**config.mk**
```make
export PLATFORM = sky130hd
export DESIGN_NAME = rc_serial_frame_parser
export DESIGN_NICKNAME = d
export VERILOG_FILES = /design/src/rcfp_pkg.sv /design/src/rcfp_ram.sv /design/src/rcfp_datapath.sv /design/src/rcfp_ctrl.sv /design/src/rc_serial_frame_parser.sv
export SDC_FILE = /design/constraint.sdc
export NUM_CORES = 1
export LEC_CHECK = 0
export ABC_AREA = 1
export BUFFER_PORTS_ARGS = -buffer_cell sky130_fd_sc_hd__buf_2
export CORE_MARGIN = 3
export CORE_UTILIZATION = 25
export CTS_BUF_LIST = sky130_fd_sc_hd__clkbuf_16
export DETAILED_ROUTE_END_ITERATION = 6
export PLACE_DENSITY_LB_ADDON = 0.08
export SLEW_MARGIN = 20
export SYNTH_ARGS = -nofsm -noshare
export SYNTH_HDL_FRONTEND = slang
export SYNTH_SLANG_ARGS = --single-unit
```
**constraint.sdc**
```tcl
create_clock -name clk -period 2.85 [get_ports clk]
set_input_delay 0.57 -clock clk [delete_from_list [all_inputs] [get_ports clk]]
set_output_delay 0.57 -clock clk [all_outputs]
set_load 0.01 [all_outputs]
```
**src/rcfp_pkg.sv**
```systemverilog
// shared constants, command and status types for the rc serial frame parser
// no dependencies
package rcfp_pkg;

    localparam int CHANNELS = 14;

    // channel counter width and byte position width inside the channel block
    localparam int CHAN_W = (CHANNELS > 1) ? $clog2(CHANNELS) : 1;
    localparam int POS_W  = CHAN_W + 1;

    localparam logic [POS_W-1:0]  LAST_POS  = POS_W'(2 * CHANNELS - 1);
    localparam logic [CHAN_W-1:0] LAST_CHAN = CHAN_W'(CHANNELS - 1);

    // configuration register indexes
    localparam int CFG_IDX_W = 2;
    localparam logic [CFG_IDX_W-1:0] REG_HEADER  = 2'd0;
    localparam logic [CFG_IDX_W-1:0] REG_COMMAND = 2'd1;

    localparam logic [7:0]  HDR_RESET  = 8'd32;
    localparam logic [7:0]  CMD_RESET  = 8'd64;
    localparam logic [15:0] CKSUM_BASE = 16'hFFFF;

    // controller to datapath
    typedef struct packed {
        logic clear;      // back to hunt: position and sum to zero
        logic sum_load;   // sum takes the header byte
        logic sum_add;    // sum accumulates the byte
        logic store;      // write channel byte, advance position
        logic ck_lo;      // capture low checksum byte
        logic chan_rst;   // restart channel counter
        logic rd_issue;   // read both byte stores at channel counter
        logic load_chan;  // load output registers from read data
        logic chan_next;  // advance channel counter
        logic load_err;   // load output registers with error result
    } cmd_t;

    // datapath to controller
    typedef struct packed {
        logic hdr_match;
        logic cmd_match;
        logic data_done;
        logic ck_ok;
        logic out_last;
    } stat_t;

endpackage

```
**src/rcfp_ram.sv**
```systemverilog
// generic single write port ram with registered read
// no dependencies
module rcfp_ram #(
    parameter int WIDTH  = 8,
    parameter int DEPTH  = 16,
    parameter int ADDR_W = (DEPTH > 1) ? $clog2(DEPTH) : 1
) (
    input  logic              clk,
    input  logic              wr_en,
    input  logic [ADDR_W-1:0] wr_addr,
    input  logic [WIDTH-1:0]  wr_data,
    input  logic              rd_en,
    input  logic [ADDR_W-1:0] rd_addr,
    output logic [WIDTH-1:0]  rd_data
);

    logic [WIDTH-1:0] mem [DEPTH];

    always_ff @(posedge clk)
    begin
        if (wr_en)
        begin
            mem[wr_addr] <= wr_data;
        end
        if (rd_en)
        begin
            rd_data <= mem[rd_addr];
        end
    end

endmodule

```
**src/rcfp_datapath.sv**
```systemverilog
// datapath: config registers, byte position, checksum sum, byte stores, result registers
// depends on rcfp_pkg and rcfp_ram
module rcfp_datapath
    import rcfp_pkg::*;
(
    input  logic                 clk,
    input  logic                 rst_n,
    input  logic                 cfg_wr,
    input  logic [CFG_IDX_W-1:0] cfg_index,
    input  logic [7:0]           cfg_data,
    input  logic [7:0]           data_byte,
    input  cmd_t                 cmd,
    output stat_t                stat,
    output logic                 status,
    output logic [3:0]           channel_index,
    output logic [15:0]          channel_value,
    output logic                 last
);

    logic [7:0]        hdr_reg, hdr_next;
    logic [7:0]        cmdb_reg, cmdb_next;
    logic [POS_W-1:0]  pos_reg, pos_next;
    logic [15:0]       sum_reg, sum_next;
    logic [7:0]        cklo_reg;
    logic [CHAN_W-1:0] chan_reg, chan_next;
    logic              status_reg;
    logic [3:0]        index_reg;
    logic [15:0]       value_reg;
    logic              last_reg;
    logic [7:0]        lo_rdata, hi_rdata;

    always_comb
    begin
        hdr_next  = hdr_reg;
        cmdb_next = cmdb_reg;
        if (cfg_wr && cfg_index == REG_HEADER)
        begin
            hdr_next = cfg_data;
        end
        if (cfg_wr && cfg_index == REG_COMMAND)
        begin
            cmdb_next = cfg_data;
        end
    end

    always_comb
    begin
        pos_next = pos_reg;
        sum_next = sum_reg;
        if (cmd.store)
        begin
            pos_next = pos_reg + POS_W'(1);
        end
        if (cmd.sum_load)
        begin
            sum_next = {8'd0, data_byte};
        end
        else if (cmd.sum_add)
        begin
            sum_next = sum_reg + {8'd0, data_byte};
        end
        if (cmd.clear)
        begin
            pos_next = '0;
            sum_next = '0;
        end
    end

    always_comb
    begin
        chan_next = chan_reg;
        if (cmd.chan_rst)
        begin
            chan_next = '0;
        end
        else if (cmd.chan_next)
        begin
            chan_next = chan_reg + CHAN_W'(1);
        end
    end

    always_ff @(posedge clk or negedge rst_n)
    begin
        if (!rst_n)
        begin
            hdr_reg  <= HDR_RESET;
            cmdb_reg <= CMD_RESET;
            pos_reg  <= '0;
            sum_reg  <= '0;
            chan_reg <= '0;
        end
        else
        begin
            hdr_reg  <= hdr_next;
            cmdb_reg <= cmdb_next;
            pos_reg  <= pos_next;
            sum_reg  <= sum_next;
            chan_reg <= chan_next;
        end
    end

    // payload registers, no reset
    always_ff @(posedge clk)
    begin
        if (cmd.ck_lo)
        begin
            cklo_reg <= data_byte;
        end
        if (cmd.load_err)
        begin
            status_reg <= 1'b1;
            index_reg  <= 4'd0;
            value_reg  <= 16'd0;
            last_reg   <= 1'b1;
        end
        else if (cmd.load_chan)
        begin
            status_reg <= 1'b0;
            index_reg  <= 4'(chan_reg);
            value_reg  <= {hi_rdata, lo_rdata};
            last_reg   <= (chan_reg == LAST_CHAN);
        end
    end

    // even positions hold low bytes, odd positions high bytes
    rcfp_ram #(.WIDTH(8), .DEPTH(CHANNELS)) u_lo_ram (
        .clk     (clk),
        .wr_en   (cmd.store && !pos_reg[0]),
        .wr_addr (pos_reg[POS_W-1:1]),
        .wr_data (data_byte),
        .rd_en   (cmd.rd_issue),
        .rd_addr (chan_reg),
        .rd_data (lo_rdata)
    );

    rcfp_ram #(.WIDTH(8), .DEPTH(CHANNELS)) u_hi_ram (
        .clk     (clk),
        .wr_en   (cmd.store && pos_reg[0]),
        .wr_addr (pos_reg[POS_W-1:1]),
        .wr_data (data_byte),
        .rd_en   (cmd.rd_issue),
        .rd_addr (chan_reg),
        .rd_data (hi_rdata)
    );

    assign stat.hdr_match = (data_byte == hdr_reg);
    assign stat.cmd_match = (data_byte == cmdb_reg);
    assign stat.data_done = (pos_reg == LAST_POS);
    assign stat.ck_ok     = ((CKSUM_BASE - sum_reg) == {data_byte, cklo_reg});
    assign stat.out_last  = last_reg;

    assign status        = status_reg;
    assign channel_index = index_reg;
    assign channel_value = value_reg;
    assign last          = last_reg;

endmodule

```
**src/rcfp_ctrl.sv**
```systemverilog
// controller: frame phase state machine and result sequencing
// depends on rcfp_pkg
module rcfp_ctrl
    import rcfp_pkg::*;
(
    input  logic  clk,
    input  logic  rst_n,
    input  logic  in_valid,
    output logic  in_stall,
    output logic  out_valid,
    input  logic  out_stall,
    input  stat_t stat,
    output cmd_t  cmd
);

    typedef enum logic [7:0] {
        ST_HUNT  = 8'b00000001,
        ST_CMD   = 8'b00000010,
        ST_DATA  = 8'b00000100,
        ST_CK_LO = 8'b00001000,
        ST_CK_HI = 8'b00010000,
        ST_READ  = 8'b00100000,
        ST_OUT   = 8'b01000000,
        ST_LOAD  = 8'b10000000
    } state_t;

    state_t state_reg, state_next;
    logic   in_fire;

    assign in_stall  = (state_reg == ST_READ) || (state_reg == ST_LOAD) ||
                       (state_reg == ST_OUT);
    assign in_fire   = in_valid && !in_stall;
    assign out_valid = (state_reg == ST_OUT);

    always_comb
    begin
        cmd        = '0;
        state_next = state_reg;
        unique case (state_reg)
            ST_HUNT:
            begin
                if (in_fire && stat.hdr_match)
                begin
                    cmd.sum_load = 1'b1;
                    state_next   = ST_CMD;
                end
            end
            ST_CMD:
            begin
                if (in_fire)
                begin
                    if (stat.cmd_match)
                    begin
                        cmd.sum_add = 1'b1;
                        state_next  = ST_DATA;
                    end
                    else
                    begin
                        cmd.clear  = 1'b1;
                        state_next = ST_HUNT;
                    end
                end
            end
            ST_DATA:
            begin
                if (in_fire)
                begin
                    cmd.store   = 1'b1;
                    cmd.sum_add = 1'b1;
                    if (stat.data_done)
                    begin
                        state_next = ST_CK_LO;
                    end
                end
            end
            ST_CK_LO:
            begin
                if (in_fire)
                begin
                    cmd.ck_lo  = 1'b1;
                    state_next = ST_CK_HI;
                end
            end
            ST_CK_HI:
            begin
                if (in_fire)
                begin
                    cmd.clear = 1'b1;
                    if (stat.ck_ok)
                    begin
                        cmd.chan_rst = 1'b1;
                        state_next   = ST_READ;
                    end
                    else
                    begin
                        cmd.load_err = 1'b1;
                        state_next   = ST_OUT;
                    end
                end
            end
            ST_READ:
            begin
                cmd.rd_issue = 1'b1;
                state_next   = ST_LOAD;
            end
            ST_LOAD:
            begin
                cmd.load_chan = 1'b1;
                state_next    = ST_OUT;
            end
            ST_OUT:
            begin
                if (!out_stall)
                begin
                    if (stat.out_last)
                    begin
                        state_next = ST_HUNT;
                    end
                    else
                    begin
                        cmd.chan_next = 1'b1;
                        state_next    = ST_READ;
                    end
                end
            end
            default:
            begin
                cmd.clear  = 1'b1;
                state_next = ST_HUNT;
            end
        endcase
    end

    always_ff @(posedge clk or negedge rst_n)
    begin
        if (!rst_n)
        begin
            state_reg <= ST_HUNT;
        end
        else
        begin
            state_reg <= state_next;
        end
    end

    // last result taken returns to the hunt
    a_last_to_hunt: assert property (@(posedge clk) disable iff (!rst_n)
        (state_reg == ST_OUT && !out_stall && stat.out_last) |=> (state_reg == ST_HUNT))
        else $error("last result did not return to hunt");

    // every read is followed by a result load
    a_read_load: assert property (@(posedge clk) disable iff (!rst_n)
        (state_reg == ST_READ) |=> (state_reg == ST_LOAD))
        else $error("read not followed by load");

    // the closing checksum byte always yields results
    a_frame_end: assert property (@(posedge clk) disable iff (!rst_n)
        (state_reg == ST_CK_HI && in_fire) |=> (state_reg == ST_READ || state_reg == ST_OUT))
        else $error("frame end without results");

    // no byte is taken while results are pending
    a_no_take: assert property (@(posedge clk) disable iff (!rst_n)
        (state_reg == ST_LOAD) |=> (state_reg == ST_OUT && in_stall))
        else $error("input open during result burst");

endmodule

```
**src/rc_serial_frame_parser.sv**
```systemverilog
// rc serial frame parser top level: joins controller and datapath, config write port
// depends on rcfp_pkg, rcfp_ctrl, rcfp_datapath, rcfp_ram
// timing: a good frame's first result is valid once the READ and LOAD states have passed after
//   the last checksum byte is taken (an error result the next cycle), each further one after READ and LOAD again
// throughput: one byte per cycle inside a frame; input held off for the whole result burst
// reset: phase to hunt, position and sum cleared, header 32 and command 64; byte stores not reset
module rc_serial_frame_parser
    import rcfp_pkg::*;
(
    input  logic                 clk,
    input  logic                 rst_n,
    // received byte stream
    input  logic                 in_valid,
    output logic                 in_stall,
    input  logic [7:0]           data_byte,
    // result stream
    output logic                 out_valid,
    input  logic                 out_stall,
    output logic                 status,
    output logic [3:0]           channel_index,
    output logic [15:0]          channel_value,
    output logic                 last,
    // configuration writes
    input  logic                 cfg_valid,
    output logic                 cfg_ready,
    input  logic [CFG_IDX_W-1:0] cfg_index,
    input  logic [7:0]           cfg_data
);

    cmd_t  cmd;
    stat_t stat;

    // config registers take a transfer in any cycle
    assign cfg_ready = 1'b1;

    // controller: phase tracking, input flow control, result sequencing
    rcfp_ctrl u_ctrl (
        .clk       (clk),
        .rst_n     (rst_n),
        .in_valid  (in_valid),
        .in_stall  (in_stall),
        .out_valid (out_valid),
        .out_stall (out_stall),
        .stat      (stat),
        .cmd       (cmd)
    );

    // datapath: header compare, running sum, channel byte stores, result registers
    rcfp_datapath u_datapath (
        .clk           (clk),
        .rst_n         (rst_n),
        .cfg_wr        (cfg_valid && cfg_ready),
        .cfg_index     (cfg_index),
        .cfg_data      (cfg_data),
        .data_byte     (data_byte),
        .cmd           (cmd),
        .stat          (stat),
        .status        (status),
        .channel_index (channel_index),
        .channel_value (channel_value),
        .last          (last)
    );

endmodule

```
==> metrics.md <==
| Metric | Value |
|---|---|
| RSZ-0062 raised after global routing | no |
| Global route overflow | 0 |
| Max_slew headroom | 61.7% |
| Vias post-DR | a little under 10k |
| CTS root buffer | clkbuf_16 |
| Worst EP required | between 3 and 4 ns |
| Max Freq | about 0.43 GHz |
| Post-route ant nets | 0 |
| Largest net degree at the start of global routing | around 120 |
| Vias/cell | around 4.4 |
| Critical path class | reg -> reg |
| Hold Crit Class | in -> reg |
| Setup crit end kind | register |
| Seq/Total Area, Yosys | roughly two thirds |
| Synth top area share | 52.9% |
| Final Slew Violations | 0 |
| Max incr delay on CP | 0.57 ns |
| Slowest-stage cell, CP | dfstp_2 |
| Diodes inserted | 0 |
| Clk slew on worst S/H paths | about 0.060 ns |
| H-tree Lvls | 2 |
| Ranking of synthesized cells by area | edfxtp_1 53%, dfrtp_1 8.2%, nand2_1 7.0%, nor2_1 5.6%, o21ai_0 5.3% |
| Setup Skew | around 0.027 ns |
| Layout area overhead | 18.5% |
| CORE AREA | 55,400 µm² |
| Outcome | finished clean |
| Area leader, netlist | edfxtp_1 |
| Util after Layout | 30.1% |
| Worst Tran Pin Value | 0.575 ns |
| Fin. Hold Viols | 0 |
| Ratio of cells with drive above 1 in the final layout | between 10% and 20% |
| Cell Pwr Density | about 630 nW/µm² |
| Synth Warn # | 0 |
| Fill count | 5,765 |
| Cell mode on critical path | nand2_4 |
| Final Critical Period | 2.32 ns |
| Post-detail-place hpwl | 26.6 mm |
| Post-Syn Area per Cell | approximately 10 µm² |
| Top Ports | 48 |
| Initial Utilization | 25.4% |
| Crit-path max FO | 9 |
| Clock buffer depth | 3 |
| First DRT Iteration DRCs | 571 |
| DRT Pass-1 Iters | 5 |
| Distinct cells, synth | 44 |
| Die width | 243 µm |
| First-pass GRT wire length | 63.1 mm |
| Fin worst setup slack | 0.532 ns |
| Worst min-delay path startpoint | cfg_data[6] |
| Worst vdd ir | about 0.34 mV |
| Mapped Nets | around 1.4k |
| Biggest regs | u_datapath.u_hi_ram.mem (112), u_datapath.u_lo_ram.mem (112) |
| Number of buffers created by CTS | ~40 |
| Skew-Pair Late Insertion Delay | 0.57 ns |
| RD Place Congestion | just over 0.8 |
| Die area | ~59,000 µm² |
| CTS resizes | 0 |
| Input/output buffers | 46 |
| TNS Setup | 0 ns |
| WL/cell | 18.9 µm |
| Final WL | roughly 42 mm |
| Worst path cell trace | nor2_4 -> nand2_4 -> inv_4 -> nand2_4 -> nand3_4 -> nor2_8 -> nand2_2 -> nor2_2 -> nand2_1 -> nor2_1 -> buf_4 |
| Hold_ws | ~0.26 ns |
| Die height | roughly 240 µm |
| Leak | between 0.006 and 0.007 µW |
| Row cnt | 86 |
| Vias in the first global route | a little under 10k |
| Final setup fails | 0 |
| Startpoint types | register |
| Crit path DAT | ~2.6 ns |
| CTS tree | built |
| Yosys reg bits | around 320 |
| Place WS | about 0.4 ns |
| All-Layer GR Usage | between 10% and 20% |
| Overall power | between 10,000 and 15,000 µW |
| Cells after Synth | around 1.3k |
| Nets | ~1.5k |
| Worst R2R Start | u_ctrl.state_reg[0] |
| # Max-Cap Violations | 0 |
| Tcrit/Tclk final | 81.3% |
| Clock tree sinks | about 320 |
| Initial antenna violation count | 2 |
| DRC violations left | 0 |
| Post-Syn Area | between 10,000 and 15,000 µm² |
| Worst setup path startpoint | u_ctrl.state_reg[0] |
[cell usage after synthesis (all sizes together)]
master and n:
a21oi 28, buf 12, clkbuf 47, clkinv 2, conb 1, dfrtp 46
dfstp 3, dfxtp 22, edfxtp 248, fa 1, ha 11, inv 113
mux2i 3, nand2 283, nand3 49, nand3b 2, nand4 10, nor2 219
nor3 4, o211ai 7, o21ai 149, o21bai 6, o221ai 25, o22ai 23
o31ai 1, or2 3, xnor2 11, xor2 20
[cell usage in the layout (no fill, tap or decap), types with 4 or more instances in the layout]
cell       synthesis  routed
a21oi_1           26      26
buf_2              6      46
buf_4              2      57
clkbuf_16          0      42
clkinv_1           2      11
clkinv_2           0       6
dfrtp_1           46      44
dfxtp_1           22      22
edfxtp_1         248     248
ha_1              11      11
inv_1            109     122
nand2_1          264     264
nand2_2           13      13
nand2_4            6       6
nand3_1           46      46
nand4_1            9       9
nor2_1           209     209
nor2_4             5       5
nor3_1             4       4
o211ai_1           7       7
o21ai_0          148     148
o21bai_1           6       6
o221ai_1          25      25
o22ai_1           23      23
xnor2_1           11      11
xor2_1            20      20
[power breakdown]
part,total [µW],leakage [µW],switching [µW],internal [µW]
sequential,5120,0.00305,46.5,5070
clock,4670,0.000643,2010,2660
combinational,684,0.00295,494,190
total,10500,0.00665,2550,7930
[timing repair]
action | CTS | global route
hold endpoints to repair | 18 | 0
hold buffers | 1 | 0
buffers inserted | 0 | 0
[worst paths after layout]
check | endpoint | cells after the start | slack, ns
setup / recovery | u_datapath.u_hi_ram.mem[3][6] | 11 | 0.53
hold / removal | u_datapath.cmdb_reg[6] | 3 | 0.26
setup reg to reg | u_datapath.u_hi_ram.mem[3][6] | 11 | 0.53
hold reg to reg | u_datapath.status | 2 | 0.46
max in group asynchronous | u_datapath.pos_reg[2] | 4 | 1.37
min in group asynchronous | u_datapath.cmdb_reg[5] | 2 | 0.51
[final cells by class]
class / instances / area (µm²) / area share [%]
Clock inverter: 31 / 155 / 0.931
Tap cell: 748 / 936 / 5.62
Timing Repair Buffer: 106 / 708 / 4.25
Sequential cell: 319 / 9120 / 54.7
Inverter: 115 / 438 / 2.63
Multi-Input combinational cell: 856 / 4250 / 25.5
Clock buffer: 42 / 1050 / 6.31
[per-stage QoR]
step                cell area, µm²  std cells
CTS                          16700       2217
detailed placement           15400       2143
floorplan                    14100       1349
global placement             15400       2143
finish                       16700       2217
global route                 16700       2217
[cell families (layout without fill, tap and decap cells)]
| family | after synthesis | count (layout) | share of synthesized area (%) |
|---|---|---|---|
| other | 1 | 1 | 0.0267 |
| adder cells (fa/ha/maj) | 12 | 12 | 1.12 |
| AND/OR/NAND/NOR | 570 | 570 | 17.3 |
| XOR/XNOR | 31 | 31 | 1.93 |
| buffers and inverters | 174 | 294 | 4.95 |
| multiplexers | 3 | 3 | 0.213 |
| AO/OA/AOI/OAI | 239 | 239 | 9.68 |
| flip-flops | 319 | 319 | 64.8 |
[metal layers]
metal	track usage [%]	wire, µm	vias to the layer above
met5	0	13	-
met4	4.48	939	2
met3	2.14	1410	63
met2	22.8	19400	177
met1	19.5	20100	4646
li1	-	-	4775
[worst max-delay path: cells and delay by family (launching register included)]
| kind | cells | cell delay, ns |
|---|---|---|
| simple gates | 9 | 1.15 |
| buf+inv | 2 | 0.29 |
| flops | 1 | 0.57 |
(Power assumes the default switching activity.)
